`src/rtl/core/ssi_pkg.sv`:
```
// ----------------------------------------------------------------------------
// Simpson sample integrator package
// Shared widths and constants for the integrator core and its scaling unit.
// ----------------------------------------------------------------------------
package ssi_pkg;

    // Sample and step words, both Q16.16.
    localparam int SAMPLE_W = 32;
    localparam int STEP_W   = 32;

    // Running sum of one data set.
    localparam int SUM_W    = 48;

    // Weighted sum in 48ths of a sample. Its magnitude stays below 2^53.
    localparam int W48_W    = 56;

    // Product of the weighted-sum magnitude and the step.
    localparam int PROD_W   = W48_W + STEP_W;

    // Result word, Q32.32.
    localparam int RES_W    = 64;

    // Half of the divisor 48, added before the divide for round to nearest.
    localparam logic [PROD_W-1:0] ROUND_BIAS = PROD_W'(24);

    // The divide by 48 is a shift by four and then a divide by three, one
    // byte of the dividend per step.
    localparam int DIV_SHIFT = 4;
    localparam int DIGIT_W   = 8;
    localparam int DIV_STEPS = PROD_W / DIGIT_W;

    // Reset value of the step register, 1.0 in Q16.16.
    localparam logic [STEP_W-1:0] STEP_RESET = STEP_W'(65536);

    // Saturation limits of the result.
    localparam logic [RES_W-1:0] RES_MAX = {1'b0, {(RES_W-1){1'b1}}};
    localparam logic [RES_W-1:0] RES_MIN = {1'b1, {(RES_W-1){1'b0}}};

endpackage

```
`src/rtl/core/ssi_scale.sv`:
```
// ----------------------------------------------------------------------------
// Simpson integrator scaling unit
// Multiplies a signed weighted sum by the step, divides by 48 with rounding
// to nearest (ties away from zero) and saturates to the Q32.32 range.
// ----------------------------------------------------------------------------
module ssi_scale
    import ssi_pkg::*;
(
    input  logic                    i_clk,
    input  logic                    i_rst_n,
    input  logic                    i_start,
    input  logic [W48_W-1:0]        i_w48,
    input  logic [STEP_W-1:0]       i_step,
    output logic                    o_done,
    output logic [RES_W-1:0]        o_result
);

    typedef enum logic [5:0] {
        S_IDLE   = 6'b000001,
        S_MUL_LO = 6'b000010,
        S_MUL_HI = 6'b000100,
        S_ROUND  = 6'b001000,
        S_DIV    = 6'b010000,
        S_SAT    = 6'b100000
    } t_scale_state;

    localparam int CNT_W = $clog2(DIV_STEPS);

    // One byte of a divide by three: two remainder bits in and out.
    function automatic logic [DIGIT_W+1:0] div3_digit(
        input logic [1:0]         rem_in,
        input logic [DIGIT_W-1:0] digit
    );
        logic [2:0]         rem;
        logic [DIGIT_W-1:0] quo;
        rem = {1'b0, rem_in};
        quo = '0;
        for (int b = DIGIT_W - 1; b >= 0; b--) begin
            rem = {rem[1:0], digit[b]};
            if (rem >= 3'd3) begin
                quo[b] = 1'b1;
                rem    = rem - 3'd3;
            end
        end
        return {rem[1:0], quo};
    endfunction

    t_scale_state      r_state, n_state;
    logic              r_neg;
    logic [W48_W-1:0]  r_mag;
    logic [PROD_W-1:0] r_acc;
    logic [1:0]        r_rem;
    logic [CNT_W-1:0]  r_cnt;
    logic              r_done;
    logic [RES_W-1:0]  r_result;

    logic [STEP_W-1:0]    mul_a;
    logic [2*STEP_W-1:0]  mul_p;
    logic [PROD_W-1:0]    biased;
    logic [DIGIT_W+1:0]   digit_out;
    logic                 big;
    logic [RES_W-1:0]     sat_val;

    // The single multiplier takes the low word first and the high part second.
    assign mul_a = (r_state == S_MUL_LO) ? r_mag[STEP_W-1:0]
                                         : STEP_W'(r_mag[W48_W-1:STEP_W]);
    assign mul_p = mul_a * i_step;

    assign biased    = r_acc + ROUND_BIAS;
    assign digit_out = div3_digit(r_rem, r_acc[PROD_W-1 -: DIGIT_W]);

    assign big     = |r_acc[PROD_W-1:RES_W-1];
    assign sat_val = big   ? (r_neg ? RES_MIN : RES_MAX)
                   : r_neg ? (RES_W'(0) - r_acc[RES_W-1:0])
                   : r_acc[RES_W-1:0];

    always_comb begin
        n_state = r_state;
        unique case (r_state)
            S_IDLE:   if (i_start) n_state = S_MUL_LO;
            S_MUL_LO: n_state = S_MUL_HI;
            S_MUL_HI: n_state = S_ROUND;
            S_ROUND:  n_state = S_DIV;
            S_DIV:    if (r_cnt == CNT_W'(DIV_STEPS - 1)) n_state = S_SAT;
            S_SAT:    n_state = S_IDLE;
            default:  n_state = S_IDLE;
        endcase
    end

    always_ff @(posedge i_clk) begin
        if (!i_rst_n) begin
            r_state <= S_IDLE;
            r_done  <= 1'b0;
            r_cnt   <= '0;
        end else begin
            r_state <= n_state;
            r_done  <= (r_state == S_SAT);
            if (r_state == S_ROUND) begin
                r_cnt <= '0;
            end else if (r_state == S_DIV && r_cnt != CNT_W'(DIV_STEPS - 1)) begin
                r_cnt <= r_cnt + CNT_W'(1);
            end
        end
    end

    always_ff @(posedge i_clk) begin
        unique case (r_state)
            S_IDLE: begin
                r_neg <= i_w48[W48_W-1];
                r_mag <= i_w48[W48_W-1] ? (W48_W'(0) - i_w48) : i_w48;
            end
            S_MUL_LO: begin
                r_acc <= PROD_W'(mul_p);
            end
            S_MUL_HI: begin
                r_acc <= r_acc + {mul_p[PROD_W-STEP_W-1:0], {STEP_W{1'b0}}};
            end
            S_ROUND: begin
                r_acc <= {{DIV_SHIFT{1'b0}}, biased[PROD_W-1:DIV_SHIFT]};
                r_rem <= 2'd0;
            end
            S_DIV: begin
                r_acc <= {r_acc[PROD_W-DIGIT_W-1:0], digit_out[DIGIT_W-1:0]};
                r_rem <= digit_out[DIGIT_W+1:DIGIT_W];
            end
            S_SAT: begin
                r_result <= sat_val;
            end
            default: begin
                r_neg <= r_neg;
            end
        endcase
    end

    assign o_done   = r_done;
    assign o_result = r_result;

    a_cnt_range: assert property (@(posedge i_clk) disable iff (!i_rst_n)
        r_cnt <= CNT_W'(DIV_STEPS - 1))
        else $error("divide step count out of range");

    a_done_pulse: assert property (@(posedge i_clk) disable iff (!i_rst_n)
        r_done |=> !r_done)
        else $error("done held longer than one cycle");

    a_start_idle: assert property (@(posedge i_clk) disable iff (!i_rst_n)
        (r_state == S_IDLE && i_start) |=> ##14 (r_state == S_SAT))
        else $error("scaling did not reach saturation step on time");

endmodule

```
`src/rtl/core/simpson_sample_integrator.sv`:
```
// ----------------------------------------------------------------------------
// Simpson sample integrator
// Integrates equally spaced samples by the extended Simpson rule and returns
// the Q32.32 integral on the sample marked as the last of a data set.
// ----------------------------------------------------------------------------
//
//  Channel   Handshake                 Payload            Direction
//  -------   -----------------------   ----------------   ---------
//  input     i_valid / o_stall         i_sample,          in
//                                      i_last_sample
//  output    o_valid / i_stall         o_integral         out
//  config    i_cfg_valid / o_cfg_ready i_step_size        in
//
//  A sample that is not marked last leaves the control in T_IDLE, and the next
//  word can follow in the next cycle.
//  A marked sample holds o_stall high while the block loads the sum, runs up
//  to four weighting steps, starts the scaling unit and waits for it (the two
//  passes through the shared 32x32 multiplier, a rounding step, eleven byte
//  steps of the divide-by-three unit and a saturation step), and then until
//  the result has been handed over to the output register.
//  A finished result waits in the output register; new samples are taken
//  while it is stalled, and only the next result waits for it to leave.
//  Reset is synchronous and active low; it clears the running sum, the count
//  and the control state and sets the step to 1.0.
//
module simpson_sample_integrator
    import ssi_pkg::*;
(
    input  logic                    i_clk,
    input  logic                    i_rst_n,
    input  logic                    i_valid,
    output logic                    o_stall,
    input  logic [SAMPLE_W-1:0]     i_sample,
    input  logic                    i_last_sample,
    output logic                    o_valid,
    input  logic                    i_stall,
    output logic [RES_W-1:0]        o_integral,
    input  logic                    i_cfg_valid,
    output logic                    o_cfg_ready,
    input  logic [STEP_W-1:0]       i_step_size
);

    // Control sequence for one data set. Plain samples never leave T_IDLE.
    typedef enum logic [5:0] {
        T_IDLE  = 6'b000001,
        T_SUM   = 6'b000010,
        T_TERM  = 6'b000100,
        T_START = 6'b001000,
        T_WAIT  = 6'b010000,
        T_DONE  = 6'b100000
    } t_state;

    localparam int TERM_W = 40;
    localparam logic [3:0] COUNT_FULL = 4'd8;

    // End correction for one pair of head and tail samples, in 48ths.
    // With eight or more points the corrections are -31, +11, -5 and +1;
    // with two to seven points only the outer pair gets -24.
    function automatic logic [TERM_W-1:0] end_term(
        input logic [SAMPLE_W:0] pair,
        input logic [1:0]        idx,
        input logic              full
    );
        logic [TERM_W-1:0] p;
        logic [TERM_W-1:0] t;
        p = {{(TERM_W-SAMPLE_W-1){pair[SAMPLE_W]}}, pair};
        if (!full) begin
            t = TERM_W'(0) - ((p << 4) + (p << 3));
        end else begin
            unique case (idx)
                2'd0:    t = p - (p << 5);
                2'd1:    t = (p << 3) + (p << 1) + p;
                2'd2:    t = TERM_W'(0) - ((p << 2) + p);
                default: t = p;
            endcase
        end
        return t;
    endfunction

    t_state             r_state, n_state;
    logic [STEP_W-1:0]  r_step;
    logic [SUM_W-1:0]   r_sum;
    logic [3:0]         r_count;
    logic [SAMPLE_W-1:0] r_head [4];
    logic [SAMPLE_W-1:0] r_tail [4];
    logic [W48_W-1:0]   r_acc;
    logic [1:0]         r_k;
    logic               r_full;
    logic               r_out_valid;
    logic [RES_W-1:0]   r_integral;

    logic               in_take;
    logic [SUM_W:0]     sum_wide;
    logic [SUM_W-1:0]   n_sum;
    logic [W48_W-1:0]   sum_ext;
    logic [SAMPLE_W:0]  pair;
    logic [TERM_W-1:0]  term;
    logic               out_free;
    logic               scale_done;
    logic [RES_W-1:0]   scale_result;

    assign o_stall     = (r_state != T_IDLE);
    assign o_cfg_ready = (r_state == T_IDLE);
    assign in_take     = i_valid && !o_stall;
    assign out_free    = !r_out_valid || !i_stall;

    // Saturating add of the new sample into the running sum.
    assign sum_wide = {r_sum[SUM_W-1], r_sum}
                    + {{(SUM_W-SAMPLE_W+1){i_sample[SAMPLE_W-1]}}, i_sample};
    always_comb begin
        if (sum_wide[SUM_W] != sum_wide[SUM_W-1]) begin
            n_sum = sum_wide[SUM_W] ? {1'b1, {(SUM_W-1){1'b0}}}
                                    : {1'b0, {(SUM_W-1){1'b1}}};
        end else begin
            n_sum = sum_wide[SUM_W-1:0];
        end
    end

    assign sum_ext = {{(W48_W-SUM_W){r_sum[SUM_W-1]}}, r_sum};
    assign pair    = {r_head[r_k][SAMPLE_W-1], r_head[r_k]}
                   + {r_tail[r_k][SAMPLE_W-1], r_tail[r_k]};
    assign term    = end_term(pair, r_k, r_full);

    always_comb begin
        n_state = r_state;
        unique case (r_state)
            T_IDLE:  if (in_take && i_last_sample) n_state = T_SUM;
            T_SUM:   n_state = (r_count >= 4'd2) ? T_TERM : T_START;
            T_TERM:  if (!r_full || r_k == 2'd3) n_state = T_START;
            T_START: n_state = T_WAIT;
            T_WAIT:  if (scale_done) n_state = T_DONE;
            T_DONE:  if (out_free) n_state = T_IDLE;
            default: n_state = T_IDLE;
        endcase
    end

    // Control state, running sum, count, step and output valid.
    always_ff @(posedge i_clk) begin
        if (!i_rst_n) begin
            r_state     <= T_IDLE;
            r_step      <= STEP_RESET;
            r_sum       <= '0;
            r_count     <= '0;
            r_out_valid <= 1'b0;
        end else begin
            r_state <= n_state;
            if (i_cfg_valid && o_cfg_ready) begin
                r_step <= i_step_size;
            end
            if (in_take) begin
                r_sum <= n_sum;
                if (r_count < COUNT_FULL) begin
                    r_count <= r_count + 4'd1;
                end
            end else if (r_state == T_SUM) begin
                // The set has been captured; the next sample starts a new one.
                r_sum   <= '0;
                r_count <= '0;
            end
            if (r_state == T_DONE && out_free) begin
                r_out_valid <= 1'b1;
            end else if (r_out_valid && !i_stall) begin
                r_out_valid <= 1'b0;
            end
        end
    end

    // Sample stores and the weighted-sum accumulator.
    always_ff @(posedge i_clk) begin
        if (in_take) begin
            if (r_count < 4'd4) begin
                r_head[r_count[1:0]] <= i_sample;
            end
            r_tail[3] <= r_tail[2];
            r_tail[2] <= r_tail[1];
            r_tail[1] <= r_tail[0];
            r_tail[0] <= i_sample;
        end
        if (r_state == T_SUM) begin
            r_acc  <= (sum_ext << 5) + (sum_ext << 4);
            r_k    <= 2'd0;
            r_full <= (r_count >= COUNT_FULL);
        end else if (r_state == T_TERM) begin
            r_acc <= r_acc + {{(W48_W-TERM_W){term[TERM_W-1]}}, term};
            r_k   <= r_k + 2'd1;
        end
        if (r_state == T_DONE && out_free) begin
            r_integral <= scale_result;
        end
    end

    ssi_scale u_scale (
        .i_clk    (i_clk),
        .i_rst_n  (i_rst_n),
        .i_start  (r_state == T_START),
        .i_w48    (r_acc),
        .i_step   (r_step),
        .o_done   (scale_done),
        .o_result (scale_result)
    );

    assign o_valid    = r_out_valid;
    assign o_integral = r_integral;

    a_last_blocks: assert property (@(posedge i_clk) disable iff (!i_rst_n)
        (in_take && i_last_sample) |=> o_stall)
        else $error("marked sample did not start the result sequence");

    a_plain_fast: assert property (@(posedge i_clk) disable iff (!i_rst_n)
        (in_take && !i_last_sample) |=> !o_stall)
        else $error("plain sample did not return to idle");

    a_count_range: assert property (@(posedge i_clk) disable iff (!i_rst_n)
        r_count <= COUNT_FULL)
        else $error("point count beyond saturation");

    a_done_when_waiting: assert property (@(posedge i_clk) disable iff (!i_rst_n)
        scale_done |-> (r_state == T_WAIT))
        else $error("scaling result arrived outside the wait state");

endmodule

```
`config.mk`:
```
export PLATFORM = sky130hd
export DESIGN_NAME = simpson_sample_integrator
export DESIGN_NICKNAME = d
export VERILOG_FILES = /design/src/rtl/core/ssi_pkg.sv /design/src/rtl/core/ssi_scale.sv /design/src/rtl/core/simpson_sample_integrator.sv
export SDC_FILE = /design/constraint.sdc
export NUM_CORES = 2
export LEC_CHECK = 0
export BUFFER_PORTS_ARGS = -buffer_cell sky130_fd_sc_hd__buf_2
export CAP_MARGIN = 20
export CORE_MARGIN = 10
export CORE_UTILIZATION = 53
export DETAILED_ROUTE_END_ITERATION = 10
export GPL_TIMING_DRIVEN = 0
export MAX_ROUTING_LAYER = met4
export PLACE_DENSITY = 0.69
export SLEW_MARGIN = 20
export SYNTH_ARGS = -nofsm -noshare
export SYNTH_HDL_FRONTEND = slang
export SYNTH_SLANG_ARGS = --single-unit
```
`constraint.sdc`:
```
create_clock -name i_clk -period 22.6 [get_ports i_clk]
set_clock_uncertainty 0.2 [all_clocks]
set_input_delay 0 -clock i_clk [delete_from_list [all_inputs] [get_ports i_clk]]
set_output_delay 0 -clock i_clk [all_outputs]
set_load 0.01 [all_outputs]
```
==> metrics.yaml <==
nFillCells: 14058
mostFrequentLayoutCell: "inv_1"
portBuffers: 136
synth.avg_cell_area_um2: 9.34
cts.path.max_buffers: 3
cts_root_buffer: "clkbuf_16"
report.final.hold_viol_count: 0
slowest_delay_ns: 0.74
vias: 72988
hp-class: "input pin to register"
wire_per_inst_um: 25.4
cp-start-kind: "register"
die_h_um: 423
crit_required_ns: 22.86
setup_viol: 0
clk_pin_slew_ns: 0.06
routabilityCongestion: 1.07
synth_seq_area_share: 0.230
synth_seq_cells: 694
synth-edff-count: 588
die-area_um2: 179000
clk_latency_ns: 0.72
cp_top_family: "adder cells"
synth_nets: 10945
htreeDepth: 3
chipWidth_um: 423
finish.utilization: 0.590
setup_slack_ns: 7.96
maxCapViolations: 0
synth.distinct_cells: 98
yosysTopAreaCellShare: 0.218
tightest_slew_ns: 1.27
core_um2: 161000
cpMostUsedCell: "fa_1"
finalMaxSlewViolations: 0
arrival_ns: 14.90
crit_path_end_kind: "register"
period_minus_slack_ns: 14.64
viasPerCell: 6.13
dp_hpwl_um: 241000
grt_pass1_wl_um: 455000
layoutNonFillerInstCount: 11899
numCtsBuffers: 82
path_class: "register to register"
cts_resized: 0
synthFlopType: "edfxtp_1"
synth_top_area_cell: "fa_1"
slowest_stage: "xnor2_1"
num_io_pins: 137
worstPathMaxFanout: 10
dp_slack_ns: 8.09
yosysWarnings: 0
antenna_left: 0
syn_area_um2: 85900
start_util: 0.534
slew_headroom: 0.154
grt_pass1_vias: 73785
crit_buf_inv: 5
yosys-top-cells-area: "fa_1, edfxtp_1, ha_1"
fin_setup_tns_ns: 0
drive_gt1_frac: 0.0502
drc: 0
drt-total-wl_um: 303000
firstDrtPassIters: 8
ys_async_sr_fraction: 0
area_growth_pct: 10.4
grt_max_degree: 113
rsz0062_at_grt: "no"
status: "finished, final reports clean"
cts_tree: "yes"
synthCells: 9193
layout_common_cells: "inv_1, nand2_1, fa_1"
rows: 147
clock.fmax_ghz: 0.0683
period_share: 0.648
clock_sinks: 694
globalRouteTotalUtil: 0.341
antenna_found_initial: 30
finalNetCount: 11379
place_inst: 11512
grt-ovfl-total: 0
drt_iter0_markers: 7076
## synth_stat cells, types with 86 or more instances
master and count:
xor2_1 193, o21ai_0 407, nand2b_1 86, and3_1 142, dfxtp_1 106, xnor2_1 324
inv_1 1114, nand3_1 148, and2_1 448, nor3_1 104, nand2_1 1086, a21oi_1 462
nor2_1 400, fa_1 933, ha_1 749, clkbuf_1 433, edfxtp_1 588, a21o_1 252
## final cells by class
class | count | area, um^2 | share of cell area
repair buffers | 350 | 2930 | 0.0309
multi-input cells | 6930 | 60300 | 0.636
clock inverters | 55 | 852 | 0.00899
well taps | 2160 | 2700 | 0.0285
inverters | 1115 | 4190 | 0.0442
diodes | 44 | 110 | 0.00116
plain buffers | 454 | 1710 | 0.0180
clock buffers | 97 | 2190 | 0.0231
flip-flops and latches | 694 | 19800 | 0.209
## worst paths after layout
kind | start | endpoint | slack (ns) | depth (start not counted)
worst max-delay path | u_scale.r_state[2] | u_scale.r_acc[86] | 7.96 | 38
worst min register to register | u_scale.o_result[24] | o_integral[24] | 0.20 | 0
worst min-delay path | i_sample[14] | r_head[1][14] | 0.03 | 2
worst max register to register | u_scale.r_state[2] | u_scale.r_acc[86] | 7.96 | 38
## through the flow
step | hold WS [ns] | cell area [um^2]
5_1_grt | 0.0140 | 94800
3_5_place_dp | 0.0677 | 89700
2_1_floorplan | -0.101 | 85900
3_3_place_gp | 0.0566 | 89300
4_1_cts | 0.000981 | 94700
6_report | 0.0268 | 94800
## worst reg2reg max path: cells and delay by family (launching register included)
family / cells / cell delay (ns)
adder cells (fa/ha/maj): 10 / 5.06
buffers and inverters: 5 / 2.18
AND/OR/NAND/NOR: 11 / 3.10
AO/OA/AOI/OAI: 11 / 2.76
XOR/XNOR: 1 / 0.74
flip-flops: 1 / 0.35
## what timing repair did
item	CTS	global route
hold endpoints to repair	279	0
hold buffers	191	0
setup buffers	0	0
setup endpoints to repair	0	0
## flip-flops by register name, summed over array words and instances (netlist names), 48 cells and up, named ones only
name	flops
r_head	128
r_tail	128
u_scale.r_acc	88
o_integral	64
u_scale.o_result	64
r_acc	56
u_scale.r_mag	56
r_sum	48
## per-layer routing
layer,global-route usage,vias to the layer above,share of wire
met4,0.225,0,0.080
met3,0.0670,1070,0.087
met2,0.535,3650,0.46
li1,-,32320,-
met1,0.400,35948,0.37
met5,-,-,0
## cells by family (layout without fill, tap and decap cells)
group / after synthesis / in the layout / share of synthesized area
and+or+nand+nor: 2761 / 2761 / 0.156
DFF: 694 / 694 / 0.230
AOI/OAI and AO/OA: 1854 / 1854 / 0.142
xor gates and xnor gates: 517 / 517 / 0.0527
other: 0 / 44 / 0
buffers and inverters: 1569 / 2071 / 0.0686
muxes: 116 / 116 / 0.0233
adders and majority gates: 1682 / 1682 / 0.327
Power is left out: the tool's default activity adds up to more than one toggle a clock period on the data nets, which glitch-free logic cannot reach.
